==> src/hw/rtl/seeded_opcode_permutation_codec_macros.svh <==
// Assertion macros shared by the codec RTL files.
`ifndef SEEDED_OPCODE_PERMUTATION_CODEC_MACROS_SVH
`define SEEDED_OPCODE_PERMUTATION_CODEC_MACROS_SVH
`ifndef NO_ASSERTIONS
// Check a condition in the same cycle as its trigger.
`define SOPC_ASSERT_IMPL(label, ante, cons) \
	label: assert property (@(posedge clk) disable iff (!arst_n) (ante) |-> (cons)) \
		else $error("codec check failed");
// Check a condition in the cycle after its trigger.
`define SOPC_ASSERT_NEXT(label, ante, cons) \
	label: assert property (@(posedge clk) disable iff (!arst_n) (ante) |=> (cons)) \
		else $error("codec check failed");
`else
`define SOPC_ASSERT_IMPL(label, ante, cons)
`define SOPC_ASSERT_NEXT(label, ante, cons)
`endif
`endif

==> src/hw/rtl/sopc_ram.sv <==
// Generic single-write, single-read RAM with registered read data.
`default_nettype none
module sopc_ram #(
	parameter int WIDTH = 8,
	parameter int DEPTH = 256
) (
	input  wire logic                     clk,
	input  wire logic                     we,
	input  wire logic [$clog2(DEPTH)-1:0] waddr,
	input  wire logic [WIDTH-1:0]         wdata,
	input  wire logic                     re,
	input  wire logic [$clog2(DEPTH)-1:0] raddr,
	output      logic [WIDTH-1:0]         rdata
);
	logic [WIDTH-1:0] mem_q [DEPTH];

	// Write and read; read data holds while no read is issued
	always_ff @(posedge clk) begin
		if (we) begin
			mem_q[waddr] <= wdata;
		end
		if (re) begin
			rdata <= mem_q[raddr];
		end
	end
endmodule
`default_nettype wire

==> config.mk <==
export PLATFORM = sky130hd
export DESIGN_NAME = sopc_ram
export DESIGN_NICKNAME = d
export VERILOG_FILES = /design/src/hw/rtl/seeded_opcode_permutation_codec_macros.svh /design/src/hw/rtl/sopc_ram.sv
export SDC_FILE = /design/constraint.sdc
export NUM_CORES = 2
export LEC_CHECK = 0
export ABC_AREA = 1
export BUFFER_PORTS_ARGS = -buffer_cell sky130_fd_sc_hd__buf_2
export CORE_ASPECT_RATIO = 1.75
export CORE_MARGIN = 2
export CORE_UTILIZATION = 40
export DETAILED_ROUTE_END_ITERATION = 6
export PLACE_DENSITY_LB_ADDON = 0.05
export SLEW_MARGIN = 20
export SYNTH_ARGS = -nofsm -noshare
export SYNTH_HDL_FRONTEND = slang
export SYNTH_SLANG_ARGS = --single-unit
==> constraint.sdc <==
create_clock -name clk -period 3.31 [get_ports clk]
set_input_delay 0.1655 -clock clk [delete_from_list [all_inputs] [get_ports clk]]
set_output_delay 0.1655 -clock clk [all_outputs]
set_load 0.03 [all_outputs]
==> reports/metrics.yaml <==
outcome:
  status: "finished, final reports clean"
cts:
  clockBufferDepth: 4
  post_cts_resize_count: 0
  level_count_of_the_clock_h_tree: 4
  cts_tree: "done"
  later_pin_clock_latency_in_the_skew_report_ns: 0.86
  tritoncts.num_buffers: 199
  cts.reportedPaths.clkPinSlew_ns: 0.07
  clock-sinks: 2056
  cts_root_buffer: "sky130_fd_sc_hd__clkbuf_16"
pwr:
  pwr-share-clk_pct: 41.0
  power_per_cell_area_nw_per_um2: 577.7
  power_switching_mw: 12.66
  power.share.combinational_pct: 6.6
  share_seq_of_total_power_pct: 52.4
  p_int_mw: 42.18
  post-layout-total-power_mw: 54.84
  static-leakage-power_nw: 33.18
  maximum_vdd_drop_v: 0.0004620
  sw_frac_of_total_pct: 23.08
floorplan:
  floorplan.die.height_um: 608.3
  design.die.area_sq_um: 212500
  core_sq_um: 207400
  initial_utilization_pct: 40.25
  std_cell_rows: 221
  number_of_top_level_pins: 35
  die-width_um: 349.3
setup_path:
  slowest_stage: "sky130_fd_sc_hd__nand3_1"
  endpoint_kind: "register"
  worst_ep_arrival_time_ns: 3.04
  critical_path.n_buffers_inverters: 0
  critical_path_launch_point_type: "register"
  critical_path_cell_count: 10
  r2r_cells: 10
  path_common_cell: "sky130_fd_sc_hd__nand3_1"
  path_cells: "nand2_1 -> nand3_1 -> nand3_1 -> nand3_1 -> nand3_1 -> nand3_1 -> nand3_1 -> nand2_1 -> nand2_1 -> nand2_1"
  worst_path_dominant_cell_family: "simple AND/OR/NAND/NOR gates"
  crit_type: "reg -> reg"
  critical_path_required_ns: 3.91
  path_max_fanout: 1
  cpPeakStageDelay_ns: 0.41
route:
  drt-vias-per-instance: 5.453
  wl_per_cell_um: 27.22
  drt_pass1_iterations: 5
  ant_nets: 0
  detail_route.drc_violations: 0
  wl_um: 272000
  drt_iter0_markers: 4786
  num_vias: 54480
layout:
  design_area_sq_um: 94920
  final_common_cell: "sky130_fd_sc_hd__nand2_1"
  stdcell_count: 9991
  fillCellCount: 19000
  area_growth_syn_to_layout_pct: 13.71
  final_layout_size_suffix_gt1_share_pct: 9.752
  final_net_count: 7188
  layout_common_cells: "2108 x sky130_fd_sc_hd__nand2_1, 2056 x sky130_fd_sc_hd__edfxtp_1, 2019 x sky130_fd_sc_hd__nand3_1"
synth:
  synth-seq-cells: 2056
  mappedNetlistNets: 7030
  synth_top_area_share_pct: 73.96
  post_synth_main_area_contributors: "sky130_fd_sc_hd__edfxtp_1 74%, sky130_fd_sc_hd__nand3_1 12%, sky130_fd_sc_hd__nand2_1 9.5%, sky130_fd_sc_hd__buf_2 1.6%, sky130_fd_sc_hd__nor2_1 1.3%"
  synth_compound_gate_area_share_pct: 0
  synth_top_area_cell: "sky130_fd_sc_hd__edfxtp_1"
  synth_top_family_by_area: "simple AND/OR/NAND/NOR gates"
  synth_warnings: 0
  syn_area_per_cell_sq_um: 11.92
  synth-xor-area-share_pct: 0
  share_of_the_yosys_chip_area_belonging_to_registers_pct: 73.96
  synthMuxAreaShare_pct: 0
  adder_cell_share_of_the_synthesized_area_pct: 0
  synth_simple_gate_area_share_pct: 22.92
  synth.lib_cells_used.distinct: 13
  syn-cell-area_sq_um: 83480
  synth_cells: 7003
sta:
  max_clk_rate_ghz: 0.4094
  rsz0062_at_grt: "no"
  final_setup_vio_count: 0
  finalCritPeriodShare_pct: 73.80
  max_slew_margin_pct: 35.04
  fin_skew_ns: 0.04785
  max_slew.worst_pin.slew_ns: 0.9708
  report.final.hold_viol_count: 0
  min_period_ns: 2.443
  final_critical_path_setup_slack_ns: 0.8674
  timing.setup.tns_ns: 0
  final_max_slew_viol_count: 0
global_routing:
  groute.usage.overall_pct: 25.36
  grt_pass1_vias: 54350
  antenna_violations_before_repair: 8
  grt_max_degree: 116
  wire_length_of_the_first_global_routing_pass_um: 391300
  total_overflow_reported_by_the_global_router: 0
hold_path:
  hold_depth: 5
  worstHoldPathType: "in -> reg"
placed_design:
  post-place-cells: 9626
  placement.cell_area_sq_um: 88610
  port_buffers: 34
  gp_congestion: 0.8257
  hpwlAfterDp_um: 167600
  dp_worst_setup_slack_ns: 0.1479
job:
  max_cap_viol_count: 0
-- path summary, 6_finish.rpt --
path / startpoint / to / slack (ns)
worst min-delay path: raddr[6] / rdata[7]$_DFFE_PP_ / 0.07
worst max-delay path: mem_q[155][3]$_DFFE_PP_ / rdata[3]$_DFFE_PP_ / 0.87
worst min register to register: mem_q[62][3]$_DFFE_PP_ / rdata[3]$_DFFE_PP_ / 1.10
worst max register to register: mem_q[155][3]$_DFFE_PP_ / rdata[3]$_DFFE_PP_ / 0.87
-- per-stage QoR --
| step | hold WS, ns | utilization (%) |
|---|---|---|
| after floorplan | 0.2644 | - |
| after global placement | 0.6357 | 42.73 |
| after detailed placement | 0.6289 | 42.73 |
| after CTS | 0.009703 | 45.76 |
| after global routing | 0.07557 | 45.77 |
| final | 0.07362 | 45.77 |
-- state kept, by name (all words and copies together), names as in the netlist --
register / cells
mem_q: 2048
rdata: 8
-- power groups by stage --
stage | clock network [mW] | registers [mW] | logic, mW
3_3_place_gp | 0 | 29.3 | 3.68
3_5_place_dp | 0 | 29.3 | 3.69
2_1_floorplan | 0 | 29.3 | 1.77
5_1_grt | 23.7 | 28.7 | 3.93
4_1_cts | 22.9 | 28.7 | 3.70
6_report | 22.5 | 28.7 | 3.64
-- what timing repair did --
action,4_1_cts,5_1_grt
hold buffers,10,0
buffers inserted,0,0
endpoints found under the hold margin,517,0
-- cells in the mapped netlist --
| cell type | instances |
|---|---|
| sky130_fd_sc_hd__buf_1 | 40 |
| sky130_fd_sc_hd__buf_2 | 268 |
| sky130_fd_sc_hd__buf_4 | 46 |
| sky130_fd_sc_hd__buf_6 | 16 |
| sky130_fd_sc_hd__buf_8 | 1 |
| sky130_fd_sc_hd__clkbuf_1 | 112 |
| sky130_fd_sc_hd__edfxtp_1 | 2056 |
| sky130_fd_sc_hd__inv_1 | 36 |
| sky130_fd_sc_hd__inv_2 | 2 |
| sky130_fd_sc_hd__inv_4 | 1 |
| sky130_fd_sc_hd__nand2_1 | 2123 |
| sky130_fd_sc_hd__nand3_1 | 2019 |
| sky130_fd_sc_hd__nor2_1 | 283 |
-- worst min-delay path, stage by stage --
cell and delay [ns]:
sky130_fd_sc_hd__buf_2 0.26, sky130_fd_sc_hd__nand3_1 0.16, sky130_fd_sc_hd__nand2_1 0.06, sky130_fd_sc_hd__nand2_1 0.05, sky130_fd_sc_hd__nand2_1 0.04
-- cell type report --
class	count	area (sq um)	area share (%)
inverter	39	182.7	0.1925
sequential	2056	61740	65.04
clock buffer	236	5225	5.505
multi-input combinational	4425	19170	20.20
antenna	4	10.01	0.01055
clock inverter	115	978.4	1.031
tap	2676	3348	3.527
timing repair buffer	440	4263	4.491
-- metal layers --
metal  track usage (%)  up-vias  part of all wire (%)
li1                  -    25170                     -
met1             30.63    27620                    39
met2             46.38     1301                    53
met3             2.561      387                   3.8
met4             9.359        4                   4.0
met5                 0        -                0.0085
-- logic make-up (layout without fill, tap and decap cells) --
logic type / after synthesis / count (layout)
and+or+nand+nor: 4425 / 4425
DFF: 2056 / 2056
buffers and inverters: 522 / 830
other: 0 / 4
Note: power is estimated with default switching activity, not from simulation.
