<file path="src/hw/rtl/seeded_opcode_permutation_codec_macros.svh">
// Assertion macros shared by the codec RTL files.
`ifndef SEEDED_OPCODE_PERMUTATION_CODEC_MACROS_SVH
`define SEEDED_OPCODE_PERMUTATION_CODEC_MACROS_SVH
`ifndef NO_ASSERTIONS
// Check a condition in the same cycle as its trigger.
`define SOPC_ASSERT_IMPL(label, ante, cons) \
	label: assert property (@(posedge clk) disable iff (!arst_n) (ante) |-> (cons)) \
		else $error("codec check failed");
// Check a condition in the cycle after its trigger.
`define SOPC_ASSERT_NEXT(label, ante, cons) \
	label: assert property (@(posedge clk) disable iff (!arst_n) (ante) |=> (cons)) \
		else $error("codec check failed");
`else
`define SOPC_ASSERT_IMPL(label, ante, cons)
`define SOPC_ASSERT_NEXT(label, ante, cons)
`endif
`endif

</file>
<file path="src/hw/rtl/sopc_pkg.sv">
// Shared types and constants of the opcode permutation codec.
`default_nettype none
package sopc_pkg;

	localparam int FIRST_TABLE_LAST_DEF = 208;
	localparam int SECOND_TABLE_MAX_DEF = 88;

	localparam logic [31:0] LCG_MUL  = 32'h0003_43FD;
	localparam logic [31:0] LCG_ADD  = 32'h0026_9EC3;
	localparam logic [7:0]  EXT_MARK = 8'hD0;
	localparam logic [7:0]  FIX_A    = 8'h12;
	localparam logic [7:0]  FIX_B    = 8'hB1;
	localparam logic [7:0]  TOP_V0   = 8'h4E;
	localparam logic [7:0]  TOP_V1   = 8'h55;
	localparam logic [7:0]  TOP_V2   = 8'h58;
	localparam int          RAND_W   = 15;

	typedef enum logic [1:0] {
		OP_INIT   = 2'd0,
		OP_DECODE = 2'd1,
		OP_ENCODE = 2'd2
	} op_t;

	typedef enum logic [1:0] {
		VER_0 = 2'd0,
		VER_1 = 2'd1,
		VER_2 = 2'd2
	} version_t;

	typedef enum logic [0:0] {
		REG_SEED    = 1'd0,
		REG_VERSION = 1'd1
	} reg_index_t;

	typedef enum logic [2:0] {
		ST_NONE      = 3'd0,
		ST_ONE       = 3'd1,
		ST_TWO       = 3'd2,
		ST_BAD_FIRST = 3'd3,
		ST_BAD_SECOND= 3'd4,
		ST_INIT_DONE = 3'd5
	} status_t;

	typedef enum logic [4:0] {
		S_IDLE,
		S_DRAIN,
		S_FILL,
		S_RAND,
		S_MOD_GO,
		S_MOD_WAIT,
		S_RD_I,
		S_RD_J,
		S_WR_J,
		S_WR_I,
		S_SRCH_RD,
		S_SRCH_CMP,
		S_FIX_RD,
		S_FIX_WK,
		S_FIX_WV,
		S_INV_RD,
		S_INV_WR,
		S_FINISH
	} seq_state_t;

endpackage
`default_nettype wire

</file>
<file path="src/hw/rtl/sopc_modulo.sv">
// Restoring remainder unit: one dividend bit per cycle.
`default_nettype none
`include "seeded_opcode_permutation_codec_macros.svh"
module sopc_modulo import sopc_pkg::*; #(
	parameter int IDXW = 8
) (
	input  wire logic              clk,
	input  wire logic              arst_n,
	input  wire logic              start,
	input  wire logic [RAND_W-1:0] dividend,
	input  wire logic [IDXW:0]     divisor,
	output      logic              done,
	output      logic [IDXW-1:0]   rem
);
	localparam int CW = $clog2(RAND_W + 1);

	logic              busy_q;
	logic              done_q;
	logic [CW-1:0]     cnt_q;
	logic [RAND_W-1:0] dq_q;
	logic [IDXW-1:0]   rem_q;
	logic [IDXW:0]     trial;
	logic [IDXW:0]     diff;

	// Shift in the next dividend bit and subtract when it fits
	always_comb begin
		trial = {rem_q, dq_q[RAND_W-1]};
		diff  = trial - divisor;
	end

	// Step control
	always_ff @(posedge clk or negedge arst_n) begin
		if (!arst_n) begin
			busy_q <= 1'b0;
			done_q <= 1'b0;
			cnt_q  <= '0;
		end else begin
			done_q <= 1'b0;
			if (start) begin
				busy_q <= 1'b1;
				cnt_q  <= CW'(RAND_W);
			end else if (busy_q) begin
				cnt_q <= cnt_q - CW'(1);
				if (cnt_q == CW'(1)) begin
					busy_q <= 1'b0;
					done_q <= 1'b1;
				end
			end
		end
	end

	// Remainder datapath
	always_ff @(posedge clk) begin
		if (start) begin
			dq_q  <= dividend;
			rem_q <= '0;
		end else if (busy_q) begin
			dq_q  <= {dq_q[RAND_W-2:0], 1'b0};
			rem_q <= (trial >= divisor) ? IDXW'(diff) : IDXW'(trial);
		end
	end

	assign done = done_q;
	assign rem  = rem_q;

	`SOPC_ASSERT_IMPL(a_start_when_free, start, !busy_q)
	`SOPC_ASSERT_IMPL(a_done_after_busy, done_q, !busy_q)
	`SOPC_ASSERT_NEXT(a_start_busy, start, busy_q)
endmodule
`default_nettype wire

</file>
<file path="config.mk">
export PLATFORM = sky130hd
export DESIGN_NAME = sopc_modulo
export DESIGN_NICKNAME = d
export VERILOG_FILES = /design/src/hw/rtl/sopc_pkg.sv /design/src/hw/rtl/sopc_modulo.sv
export VERILOG_INCLUDE_DIRS = /design/src /design/src/hw/rtl
export SDC_FILE = /design/constraint.sdc
export NUM_CORES = 1
export LEC_CHECK = 0
export BUFFER_PORTS_ARGS = -buffer_cell sky130_fd_sc_hd__buf_2
export CORE_MARGIN = 4
export CORE_UTILIZATION = 35
export CTS_BUF_LIST = sky130_fd_sc_hd__clkbuf_16
export CTS_CLUSTER_SIZE = 25
export DETAILED_ROUTE_END_ITERATION = 8
export GPL_ROUTABILITY_DRIVEN = 1
export HOLD_SLACK_MARGIN = 0.05
export PLACE_DENSITY = 0.68
export SLEW_MARGIN = 20
export SYNTH_ARGS = -nofsm -noshare
export SYNTH_HDL_FRONTEND = slang
export SYNTH_SLANG_ARGS = --single-unit
</file>
<file path="constraint.sdc">
create_clock -name clk -period 1.9 [get_ports clk]
set_clock_uncertainty 0.1 [all_clocks]
set_input_delay 0.285 -clock clk [delete_from_list [all_inputs] [get_ports clk]]
set_output_delay 0.285 -clock clk [all_outputs]
set_load 0.02 [all_outputs]
</file>
==> summary.md <==
| Metric | Value |
|---|---|
| Outcome | `complete, but fails checks` |
| Failing checks | `negative setup slack` |
| Post-synthesis sequential area ratio | `0.420` |
| Routed WL | `4.40 mm` |
| Max-cap violations | `0` |
| Mapped Nets | `215` |
| Routed via count | `1573` |
| Clock Tree Buf Depth | `2` |
| Distinct cell type count after synthesis | `42` |
| Initial antenna violation count | `0` |
| Vias in the first global route | `1440` |
| Final Util | `0.533` |
| Die Area | `0.00640 mm²` |
| RD Place Congestion | `0.810` |
| Post-synth ARST share | `0.207` |
| CP Buf/Inv Count | `1` |
| Internal cell power | `1420 µW` |
| CTS tree | `done` |
| DRC violations left | `0` |
| Hold Path Depth | `2` |
| Crit path max fanout | `2` |
| Ys Warns | `0` |
| Met1 Use GR | `0.173` |
| H-tree Lvls | `2` |
| Synth top area share | `0.248` |
| Final ANT Viol Nets | `0` |
| Final setup viols | `4` |
| Worst setup endpoint | `rem[6]$_SDFFE_PP0P_` |
| Max-slew violations | `0` |
| Top cells by count, synth | `21 x nor2_1, 15 x edfxtp_1, 14 x inv_1, 14 x mux2_2, 13 x nand2_1` |
| Final instance area | `between 0.002 and 0.003 mm²` |
| DR WL/cell | `14.0 µm` |
| CTS buffer count | `5` |
| Tmin final | `1.98 ns` |
| CTS Sinks | `29` |
| HP Class | `in -> reg` |
| Clock Pin Slew Worst Setup and Hold Paths | `about 0.050 ns` |
| VDD IR-drop max | `316 µV` |
| NetSw | `492 µW` |
| First-pass GRT wire length | `6.45 mm` |
| Period utilization | `1.04` |
| Combinational power share | `0.233` |
| Setup slack, reg-to-reg | `-0.08 ns` |
| GR peak layer | `met2` |
| Unrepaired setup endpoints after global routing | `yes` |
| WP depth | `8` |
| Top Family by Delay on Critical Path | `compound AO/OA/AOI/OAI gates` |
| Non-filler instance count after layout | `about 320` |
| Highest clock rate | `504 MHz` |
| R2R Path End | `rem[6]$_SDFFE_PP0P_` |
| Share of post-route cells with drive strength above 1 | `0.492` |
| GR Layer Usage met3 | `0.0384` |
| Clock Power Share | `0.380` |
| Worst Path Required | `1.98 ns` |
| WS Path Type | `reg -> reg` |
| Synth area leaders | `edfxtp_1 25%, dfxtp_1 8.8%, mux2_2 8.7%, dfrtp_1 8.3%, ha_1 7.6%` |
| # rows | `25` |
| DP Area | `0.00224 mm²` |
| Clock Latency Late Sink | `0.27 ns` |
| Worst Setup SP | `dq_q[14]$_DFFE_PP_` |
| Initial core utilization | `0.372` |
| Area leader, netlist | `edfxtp_1` |
| Crit-path max cell delay | `around 0.36 ns` |
| DRT Pass-1 Iters | `4` |
| Mapped Avg Cell Area | `around 10 µm²` |
| Syn Inst Count | `176` |
| Crit-path cells | `inv_2 > ha_4 > fa_2 > nand2b_4 > a21oi_4 > mux2i_1 > a32o_1 > a311oi_2` |
| Clock root cell | `clkbuf_16` |
| Worst setup EP type | `register` |
| Final HPWL DP | `3.02 mm` |
| EDFF count, synth | `15` |
| Flop and latch count out of synthesis | `29` |
| Largest net degree at the start of global routing | `23` |
| Final hold vios | `0` |
| Sequential Power Share | `0.386` |
| Leak pwr | `~0.0011 µW` |
| Post-synth top flop | `edfxtp_1` |
| Area Overhead vs Synth | `43.5%` |
| Grt met2 use | `0.209` |
| Sw Ratio | `0.257` |
| Origin of the worst min-delay path | `dividend[0]` |
| Ports | `36` |
| Count leader, synth | `nor2_1` |
| Nets | `286` |
| Pwr dens | `~730 mW/mm²` |
| Crit start category | `register` |
| Critical Path AT | `just over 2 ns` |
| Remaining global-route overflow | `0` |
| Antenna cell count | `0` |
| Critical-path top delay cell | `edfxtp_1` |
| CORE AREA | `~0.0049 mm²` |
| Chip Height | `80.0 µm` |
| Vias/cell | `4.99` |
| Crit Reg-Reg Startpoint | `dq_q[14]$_DFFE_PP_` |
| Post-synthesis cell area | `approximately 0.0018 mm²` |
| Final WS setup | `-0.0843 ns` |
| Placed Cells | `297` |
| Tot GR Track Use | `0.132` |
| Detailed Route Iter0 Violations | `~100` |
| Die X | `80.0 µm` |
| Rel. slew slack | `0.710` |
| Buffers on Ports | `35` |
| Worst slew pin tran | `0.435 ns` |
| R2R depth | `8` |
## logic make-up (layout without fill, tap and decap cells)
logic type,count (synthesis),after routing,synth area share
simple gates,57,57,0.144
compound gates,37,38,0.173
flops,29,29,0.420
buf+inv,22,93,0.0642
mux,16,16,0.0980
fa+ha+maj,12,12,0.0870
xor+xnor,3,3,0.0145
## routing by layer
metal  part of all wire  vias to the layer above
met5                  0                        -
met4              0.015                        0
met3              0.040                        6
met2               0.47                       39
met1               0.47                      740
li1                   -                      788
## final cells by class
cell class	instances	area, µm²
multi-input combinational	126	1100
timing repair buffer	71	459
clock buffer	5	125
clock inverter	3	12.5
fill	445	2280
sequential	29	766
inverter	14	52.6
tap	67	83.8
## sequential cells by signal, summed over array words and instances, names as in the netlist
name	flops
dq_q	15
rem	8
cnt_q	4
busy_q	1
done	1
## power groups by stage
stage	registers (µW)	clock network (µW)	logic, µW
floorplan	755	0	222
global placement	746	0	352
detailed placement	747	0	358
CTS	737	742	371
global route	743	767	489
finish	738	727	446
## worst min path at each step
| stage | endpoint | slack, ns |
|---|---|---|
| after global routing | dq_q[0]$_SDFFCE_PN0P_ | 0.20 |
| after global placement | done$_DFF_PN0_ | 0.02 |
| final | dq_q[0]$_SDFFCE_PN0P_ | 0.19 |
| after CTS | dq_q[0]$_SDFFCE_PN0P_ | 0.19 |
| after detailed placement | done$_DFF_PN0_ | 0.02 |
| after floorplan | busy_q$_DFF_PN0_ | -0.11 |
## stage by stage
step	worst slack [ns]	setup TNS (ns)	hold slack, ns	power (µW)
2_1_floorplan	0.00885	0	-0.111	977
3_3_place_gp	-0.129	-0.400	0.0198	1100
3_5_place_dp	-0.192	-0.727	0.0167	1110
4_1_cts	-0.0957	-0.327	0.191	1850
5_1_grt	-0.148	-0.612	0.196	2000
6_report	-0.0843	-0.167	0.193	1910
## cells in the final DEF (no fill, tap or decap), drive strengths merged, types with 2 or more instances in the layout
master and count:
dfxtp 8, mux2 14, buf 70, nor3 3, xnor2 3, dfrtp 6
edfxtp 15, nor2 21, o211ai 3, clkbuf 5, a211o 3, inv 14
o21ai 6, nand2b 8, a21oi 7, a311oi 7, nand2 13, mux2i 2
ha 11, clkinv 3, a21o 2, nand3 8
## repair_timing
item                                   CTS  global route
gates resized for setup                  3            22
endpoints found under the hold margin    6             0
buffers inserted                         1             6
setup endpoints to repair                5             8
gates cloned                             0             2
pin swaps                                6             9
hold buffers                             1             0
(Power assumes the default switching activity.)
